[config.mk]
export PLATFORM = sky130hd
export DESIGN_NAME = sem_back
export DESIGN_NICKNAME = d
export VERILOG_FILES = /design/src/sem_pkg.sv /design/src/sem_back.sv
export SDC_FILE = /design/constraint.sdc
export NUM_CORES = 2
export LEC_CHECK = 0
export BUFFER_PORTS_ARGS = -buffer_cell sky130_fd_sc_hd__clkbuf_2
export CORE_ASPECT_RATIO = 1.75
export CORE_MARGIN = 2
export CORE_UTILIZATION = 65
export DETAILED_ROUTE_END_ITERATION = 8
export GPL_ROUTABILITY_DRIVEN = 0
export PLACE_DENSITY = 0.82
export SLEW_MARGIN = 5
export SYNTH_ARGS = -nofsm -noshare
export SYNTH_HDL_FRONTEND = slang
export SYNTH_SLANG_ARGS = --single-unit
[constraint.sdc]
create_clock -name clk -period 9.2 [get_ports clk]
set_input_delay 1.84 -clock clk [delete_from_list [all_inputs] [get_ports clk]]
set_output_delay 1.84 -clock clk [all_outputs]
set_load 0.01 [all_outputs]
[src/sem_pkg.sv]
// Shared types and constants for the RGB Sobel edge magnitude block.
`default_nettype none
package sem_pkg;

  // Configuration register indexes.
  localparam int CFG_IDX_W = 8;
  localparam logic [CFG_IDX_W-1:0] CFG_FRAME_WIDTH  = 8'd0;
  localparam logic [CFG_IDX_W-1:0] CFG_FRAME_HEIGHT = 8'd1;
  localparam int CFG_DATA_W = 11;

  // Input item kinds.
  localparam logic ACT_PIXEL = 1'b0;
  localparam logic ACT_PAD   = 1'b1;

  localparam int PIX_W = 24;
  localparam int SUM_W = 22;
  localparam logic [SUM_W-1:0] ROOT_TOP_BIT = 22'h100000;
  localparam logic [7:0] SAT_MAX = 8'd255;

  typedef struct packed {
    logic       action;
    logic [7:0] pixel_red;
    logic [7:0] pixel_green;
    logic [7:0] pixel_blue;
  } in_item_t;

  typedef struct packed {
    logic [7:0] edge_red;
    logic [7:0] edge_green;
    logic [7:0] edge_blue;
    logic       frame_last;
  } out_item_t;

  // One pending gradient job: border-masked 3x3 window, index col*3 + row.
  typedef struct packed {
    logic [8:0][PIX_W-1:0] win;
    logic                  last;
  } job_t;

  typedef enum logic {
    FR_IDLE,
    FR_UPDATE
  } front_state_t;

  typedef enum logic [1:0] {
    BK_IDLE,
    BK_SQUARE,
    BK_ROOT,
    BK_EMIT
  } back_state_t;

endpackage
`default_nettype wire

[src/sem_back.sv]
// Back end: Sobel gradients, sum of squares and iterative rounded root per channel.
`default_nettype none
module sem_back (
  input  wire logic          clk,
  input  wire logic          rst_n,
  input  wire logic          q_empty,
  input  wire sem_pkg::job_t q_head,
  output      logic          q_pop,
  output      logic          out_valid,
  input  wire logic          out_stall,
  output      sem_pkg::out_item_t out_item
);
  localparam int SW = sem_pkg::SUM_W;

  sem_pkg::back_state_t state_r, state_nxt;
  logic signed [10:0] gx_r [3];
  logic signed [10:0] gy_r [3];
  logic [SW-1:0]      rem_r [3];
  logic [SW-1:0]      n_r [3];
  logic [SW-1:0]      bit_r;
  logic               last_r;
  logic               out_valid_r;
  sem_pkg::out_item_t out_r;
  logic               load;
  logic signed [10:0] gx [3];
  logic signed [10:0] gy [3];
  logic [7:0]         res [3];

  function automatic logic [7:0] chan(logic [sem_pkg::PIX_W-1:0] p, int ch);
    return p[16-8*ch +: 8];
  endfunction

  always_comb begin
    for (int ch = 0; ch < 3; ch++) begin
      gx[ch] = (11'(chan(q_head.win[6], ch)) + (11'(chan(q_head.win[7], ch)) << 1)
              + 11'(chan(q_head.win[8], ch)))
             - (11'(chan(q_head.win[0], ch)) + (11'(chan(q_head.win[1], ch)) << 1)
              + 11'(chan(q_head.win[2], ch)));
      gy[ch] = (11'(chan(q_head.win[2], ch)) + (11'(chan(q_head.win[5], ch)) << 1)
              + 11'(chan(q_head.win[8], ch)))
             - (11'(chan(q_head.win[0], ch)) + (11'(chan(q_head.win[3], ch)) << 1)
              + 11'(chan(q_head.win[6], ch)));
      if (rem_r[ch] > n_r[ch]) begin
        res[ch] = (n_r[ch] >= SW'(sem_pkg::SAT_MAX)) ? sem_pkg::SAT_MAX
                                                      : n_r[ch][7:0] + 8'd1;
      end else begin
        res[ch] = (n_r[ch] > SW'(sem_pkg::SAT_MAX)) ? sem_pkg::SAT_MAX : n_r[ch][7:0];
      end
    end
  end

  always_comb begin
    state_nxt = state_r;
    q_pop     = 1'b0;
    load      = 1'b0;
    case (state_r)
      sem_pkg::BK_IDLE: begin
        if (!q_empty) begin
          q_pop     = 1'b1;
          state_nxt = sem_pkg::BK_SQUARE;
        end
      end
      sem_pkg::BK_SQUARE: state_nxt = sem_pkg::BK_ROOT;
      sem_pkg::BK_ROOT: begin
        if (bit_r == SW'(1)) state_nxt = sem_pkg::BK_EMIT;
      end
      sem_pkg::BK_EMIT: begin
        if (!out_valid_r || !out_stall) begin
          load      = 1'b1;
          state_nxt = sem_pkg::BK_IDLE;
        end
      end
      default: state_nxt = sem_pkg::BK_IDLE;
    endcase
  end

  always_ff @(posedge clk) begin
    if (!rst_n) begin
      state_r     <= sem_pkg::BK_IDLE;
      out_valid_r <= 1'b0;
    end else begin
      state_r <= state_nxt;
      if (load) out_valid_r <= 1'b1;
      else if (!out_stall) out_valid_r <= 1'b0;
    end
  end

  always_ff @(posedge clk) begin
    case (state_r)
      sem_pkg::BK_IDLE: begin
        for (int ch = 0; ch < 3; ch++) begin
          gx_r[ch] <= gx[ch];
          gy_r[ch] <= gy[ch];
        end
        last_r <= q_head.last;
      end
      sem_pkg::BK_SQUARE: begin
        for (int ch = 0; ch < 3; ch++) begin
          rem_r[ch] <= SW'(gx_r[ch] * gx_r[ch]) + SW'(gy_r[ch] * gy_r[ch]);
          n_r[ch]   <= '0;
        end
        bit_r <= sem_pkg::ROOT_TOP_BIT;
      end
      sem_pkg::BK_ROOT: begin
        for (int ch = 0; ch < 3; ch++) begin
          if (rem_r[ch] >= n_r[ch] + bit_r) begin
            rem_r[ch] <= rem_r[ch] - (n_r[ch] + bit_r);
            n_r[ch]   <= (n_r[ch] >> 1) + bit_r;
          end else begin
            n_r[ch] <= n_r[ch] >> 1;
          end
        end
        bit_r <= bit_r >> 2;
      end
      default: begin
      end
    endcase
    if (load) begin
      out_r.edge_red   <= res[0];
      out_r.edge_green <= res[1];
      out_r.edge_blue  <= res[2];
      out_r.frame_last <= last_r;
    end
  end

  assign out_valid = out_valid_r;
  assign out_item  = out_r;

`ifndef SYNTHESIS
  a_root_bit: assert property (@(posedge clk) disable iff (!rst_n)
    (state_r == sem_pkg::BK_ROOT) |-> $onehot(bit_r))
    else $error("root step bit is not a single power of four");
  a_load_shows: assert property (@(posedge clk) disable iff (!rst_n)
    load |=> out_valid_r) else $error("loaded result not presented");
`endif
endmodule
`default_nettype wire

Word level (Yosys, flattened, before mapping) --
Memories as Yosys holds them, arrays and structs flattened. Cells that the tools add are included.
Word-level totals: memories kept 4, bits in writable memories 198, flip-flop bits (word level) 51, word-level logic and storage cells 149, bits of input ports 221
Cells by class: multipliers 6, reduce and logical (&&, ||, !) cells 6, $lt $le $gt $ge 12, bitwise operators 9, muxes and demuxes 51, equal/unequal tests 8, add/subtract/negate cells 45
Memories:
- n_r | words 3, bits a word 22, read ports 3, clocked after Yosys merged registers in 0, write ports 3, RTL line sem_back.sv:19 | logic [SW-1:0] n_r [3];
- rem_r | words 3, bits a word 22, read ports 3, clocked after Yosys merged registers in 0, write ports 3, RTL line sem_back.sv:18 | logic [SW-1:0] rem_r [3];
- gx_r | words 3, bits a word 11, read ports 3, clocked after Yosys merged registers in 0, write ports 3, RTL line sem_back.sv:16 | logic signed [10:0] gx_r [3];
- gy_r | words 3, bits a word 11, read ports 3, clocked after Yosys merged registers in 0, write ports 3, RTL line sem_back.sv:17 | logic signed [10:0] gy_r [3];
Operator list (number):
- 22-bit two-way mux | 9
- 10-bit by 8-bit adder with 11-bit output | 12
- 22-bit adder | 6
- 11-bit by 11-bit multiplier with 22-bit output | 6
- 8-bit by 9-bit adder with 10-bit output | 12
- 8-bit two-way mux | 9
- 21-bit by 22-bit adder with 22-bit output | 3
- 22-bit greater-or-equal comparator | 3
- 22-bit by 8-bit greater-or-equal comparator with 1-bit output (second input constant) | 3
- 22-bit > comparator | 3
- 22-bit by 8-bit > comparator with 1-bit output (second input constant) | 3
- 11-bit subtractor | 6
- 22-bit subtractor | 3
- 22-bit one-hot mux with 2 select lines | 1
- 1-bit two-way mux | 28
- 8-bit by 1-bit adder with 8-bit output (second input constant) | 3
- 22-bit by 1-bit == test with 1-bit output (second input constant) | 1
- 1-bit bitwise OR | 9
- 2-bit one-hot mux with 4 select lines | 1
- 2-bit two-way mux | 3
- 2-bit inequality test (second input constant) | 3
- 2-bit == test (second input constant) | 2
- 3-bit AND reduction | 1
- 2-bit by 1-bit == test with 1-bit output (second input constant) | 1
- other kinds (5) | 6

Longest topological paths before layout --
word-level depth 7, depth in mapped cells 26

Worst setup path before layout --
OpenSTA, ideal clock, no wires.
path type register to register, start mem gx_r[0][0], end mem rem_r[0][20] (netlist name), data pin, slack 2335 ps, library setup time 256 ps, cell stages (with the launch flop) 25, period minus slack after synthesis 6865 ps, data arrival time 6610 ps, buffers on the path 1, path through edfxtp_1 > clkbuf_1 > nand2_1 > inv_1 > fa_1 > fa_1 > inv_1 > fa_1 > fa_1 > inv_1 > fa_1 > inv_1 > fa_1 > fa_1 > inv_1 > ha_1 > or3_1 > a311oi_1 > o311ai_1 > a31oi_1 > nor2b_1 > o21ai_0 > a21boi_0 > or3_1 > a31o_2
RTL lines (RTL line):
- from (decl) | sem_back.sv:16
- to (decl) | sem_back.sv:18

==> results summary <==
In this run the worst setup path terminates at rem_r[0][20]. The first detailed-routing pass ran for 8 iterations. In this run the count of I/O pins placed on the die edge is between 200 and 250. The CTS sink count came out at about 240. The worst setup path is launched from a register. For this run, the number of standard cells in the final layout without fillers is about 6400. The overall fraction of global-route tracks in use came out at roughly 31%. The layout-stage area growth over the synthesis result came out at 5.99%. Across all register-to-register paths, the minimum setup slack is roughly 1600 ps. The number of gates resized after CTS was 0.

The number of placed instances, taps included, is 6329. The flow ran to the end, and the final reports show no timing, DRC or antenna violations. The buffer and inverter count on the worst path is 4. The largest fanout on the critical path is 21. The transition time at the pin with the least slew margin came out at approximately 1200 ps. The path category of the worst min-delay check is reg -> reg. The time the final worst path needs with I/O delays and setup is ~7600 ps.

The largest buffer count on any clock path came out at 3. In the synthesized netlist the dominant register cell turns out to be sky130_fd_sc_hd__edfxtp_1. The max-slew violation count is 0. The number of clock buffers added by TritonCTS is 27.

The reported max-cap violation count came out at 0. In the final layout, the share of cells above drive strength 1 is under 10%. The placed wire-length estimate after detailed placement is ~95 mm. The timing-limited maximum frequency is about 130 MHz. Setup repair after global routing left no endpoint under its margin. The synthesized area per cell came out at 9.60 um^2. The floorplan step defined a core boundary enclosing approximately 0.076 mm^2.

The number of distinct library cell variants in the gate-level netlist after synthesis came out at 80. The signal on the critical path passes through nand2_1, xor2_1, ha_1, inv_1, fa_1, inv_1, fa_1, fa_1, fa_1, inv_1, fa_1, fa_1, inv_1, ha_1, or3_1, a311oi_1, o311ai_1, a31oi_1, nor2b_1, o21ai_0, a21boi_0, or3_1, a31o_2. The first global-routing pass estimated ~190 mm of wire. The number of vias per cell came out at ~5.7. The clock insertion delay at the later pin of the skew report came out at approximately 620 ps.

The Yosys warning count is 0. Buffers placed on the I/O ports in this run total roughly 220. The count of cells along the worst register-to-register path came out at 23. The endpoint required time on the critical path is about 9600 ps. The fraction of the yosys area taken by sequential cells is about 14%. The worst path meets setup with roughly 1600 ps of slack. The horizontal die dimension came out at approximately 210 um. The arrival time at the worst endpoint is 7990 ps. The initial antenna violation count is 2. The worst flop-to-flop path startpoint is gy_r[0][10]. The deepest level of the CTS H-tree came out at 1. The initial standard-cell utilization of the core came out at 65.4%. Among the stages of the critical path, the cell type that occurs most often is sky130_fd_sc_hd__fa_1.

For this run the aggregate overflow at the end of global routing stands at 0. After detailed routing, the average wire length per cell comes to approximately 18 um. On the critical path the largest part of the delay comes from adder cells. In this run the critical register-to-register path is captured at rem_r[0][20]. The final routed DRC violation total came out at 0. The clock input transition at the sequential cells of the worst setup and hold paths is 80 ps. The repair_antennas step left the layout with diodes totalling 0. The number of synthesized flops with an enable pin is ~230. The startpoint of the worst setup timing path is gy_r[0][10]. The clock tree from TritonCTS is built. The share of synthesized flip-flops with an asynchronous set or reset came out at 0%. The floorplan step set the die height to 370 um. The number of rows created at floorplan is between 100 and 150. The summed instance area of the synthesized netlist came out at between 0.04 and 0.05 mm^2.

The total via count after detailed routing is roughly 36000. The number of hold buffers added after cts is 0. The total wire length came out at between 100 and 150 mm. The iteration-0 DRC count of the detailed router came out at approximately 2200.

Measured against its own limit, the worst slew margin works out to between 10% and 20%. The worst setup timing slack at the placement stage is 1650 ps. Setup violations remaining at the end of the flow were counted as 0. The type of the worst setup path is reg -> reg. The largest stage delay on the critical path is approximately 840 ps.

The die area is 0.0789 mm^2. The maximum clock skew at final layout is roughly 28 ps. Once the clock tree was built, the setup fixing pass inserted 0 buffers.

The flop and latch count out of synthesis is 238. Counting buffers and inverters, the worst setup path is 23 cells deep. The largest net degree at the start of global routing came out at a little over 80. STA classifies the critical path endpoint as a register.

The number of global-route vias before repair came out at slightly above 40000. The root buffer cell chosen for the clock tree is sky130_fd_sc_hd__clkbuf_16. The post-synth net total is 6847. The post-route fraction of the period consumed by the critical path came out at approximately 83%. The residual antenna-violating net count after detailed routing came out at 0.

The final-stage net count is around 7000. Summed over all failing endpoints, the final setup total negative slack is 0 ps. In the synthesized netlist, the number of instances is a little over 5000. The highest-delay cell along the critical path is sky130_fd_sc_hd__edfxtp_1. The final hold violation count is 0.
## flip-flops by register name (all words and copies together) (netlist names)
name and flops:
bit_r 11, gx_r 33, gy_r 33, last_r 1, n_r 66, out_item 25, out_valid 1, rem_r 66
state_r 2
## how the worst min path moves through the flow
stage | start | endpoint | slack (ps) | cells past startpoint
finish | last_r | out_item[0] | 410 | 0
global placement | last_r | out_item[0] | 400 | 0
global route | last_r | out_item[0] | 440 | 0
detailed placement | last_r | out_item[0] | 410 | 0
CTS | last_r | out_item[0] | 410 | 0
floorplan | last_r | out_item[0] | 400 | 0
## cells by family after synthesis
family | Yosys count | share of synthesized area, %
AOI/OAI and AO/OA | 724 | 9.32
xor gates and xnor gates | 326 | 5.74
DFF | 238 | 14.3
buffers and inverters | 1426 | 10.9
muxes | 16 | 0.339
adders and majority gates | 1442 | 49.8
and+or+nand+nor | 1012 | 9.71
## layer usage
metal / wire [um] / GRT usage (%)
met2: 62300 / 59.0
met3: 5460 / 3.64
met1: 36800 / 30.8
met5: 28 / 0
met4: 9360 / 21.6
## cells in the final DEF, fill, tap and decap left out, types with 28 or more instances in the layout
| cell | n |
|---|---|
| sky130_fd_sc_hd__inv_1 | 1319 |
| sky130_fd_sc_hd__fa_1 | 896 |
| sky130_fd_sc_hd__ha_1 | 545 |
| sky130_fd_sc_hd__nand2_1 | 329 |
| sky130_fd_sc_hd__nor2_1 | 245 |
| sky130_fd_sc_hd__xnor2_1 | 238 |
| sky130_fd_sc_hd__edfxtp_1 | 234 |
| sky130_fd_sc_hd__clkbuf_2 | 223 |
| sky130_fd_sc_hd__a21oi_1 | 188 |
| sky130_fd_sc_hd__o21ai_0 | 139 |
| sky130_fd_sc_hd__and2_1 | 133 |
| sky130_fd_sc_hd__xor2_1 | 88 |
| sky130_fd_sc_hd__nor2b_1 | 82 |
| sky130_fd_sc_hd__a21o_1 | 79 |
| sky130_fd_sc_hd__a31oi_1 | 58 |
| sky130_fd_sc_hd__o21bai_1 | 43 |
| sky130_fd_sc_hd__nand3_1 | 42 |
| sky130_fd_sc_hd__a211oi_1 | 42 |
| sky130_fd_sc_hd__nor3_1 | 38 |
| sky130_fd_sc_hd__nand4_1 | 34 |
| sky130_fd_sc_hd__o21a_1 | 31 |
| sky130_fd_sc_hd__and3_1 | 28 |
## synthesized netlist by cell type, types with 18 or more instances
cell	count	share of area (%)
sky130_fd_sc_hd__nor4_1	20	0.25
sky130_fd_sc_hd__nor2b_1	83	1.0
sky130_fd_sc_hd__nand2b_1	25	0.31
sky130_fd_sc_hd__o21ai_1	19	0.19
sky130_fd_sc_hd__xnor2_1	238	4.2
sky130_fd_sc_hd__nor3_1	38	0.38
sky130_fd_sc_hd__a21o_1	79	1.2
sky130_fd_sc_hd__o21a_1	31	0.47
sky130_fd_sc_hd__a211oi_1	42	0.63
sky130_fd_sc_hd__fa_1	896	36
sky130_fd_sc_hd__o21bai_1	43	0.65
sky130_fd_sc_hd__o211ai_1	18	0.27
sky130_fd_sc_hd__nand4_1	34	0.43
sky130_fd_sc_hd__o21ai_0	140	1.4
sky130_fd_sc_hd__a21oi_1	189	1.9
sky130_fd_sc_hd__inv_1	1319	9.9
sky130_fd_sc_hd__nor2_1	245	1.8
sky130_fd_sc_hd__nand2_1	329	2.5
sky130_fd_sc_hd__clkbuf_1	86	0.65
sky130_fd_sc_hd__xor2_1	88	1.5
sky130_fd_sc_hd__edfxtp_1	234	14
sky130_fd_sc_hd__and3_1	28	0.35
sky130_fd_sc_hd__o31ai_1	18	0.27
sky130_fd_sc_hd__nand3_1	42	0.42
sky130_fd_sc_hd__a31oi_1	58	0.73
sky130_fd_sc_hd__ha_1	546	14
sky130_fd_sc_hd__and2_1	133	1.7
## area by class of cell
type | count | area [um^2]
clock buffer | 33 | 718
clock inverter | 17 | 239
fill | 5805 | 23400
inverter | 1320 | 4950
multi-input combinational | 3520 | 37300
sequential | 238 | 7110
tap | 1020 | 1280
timing repair buffer | 231 | 1180
## metrics by stage
step	hold WS [ps]	utilization [%]	instance area [um^2]
4_1_cts	414	69.3	52800
3_3_place_gp	402	68.0	51800
2_1_floorplan	400	-	49800
5_1_grt	437	69.3	52800
6_report	413	69.3	52800
3_5_place_dp	406	68.0	51800
Power is not shown: default switching activity piles up to over one toggle a cycle in this logic, so the estimate is an artifact.
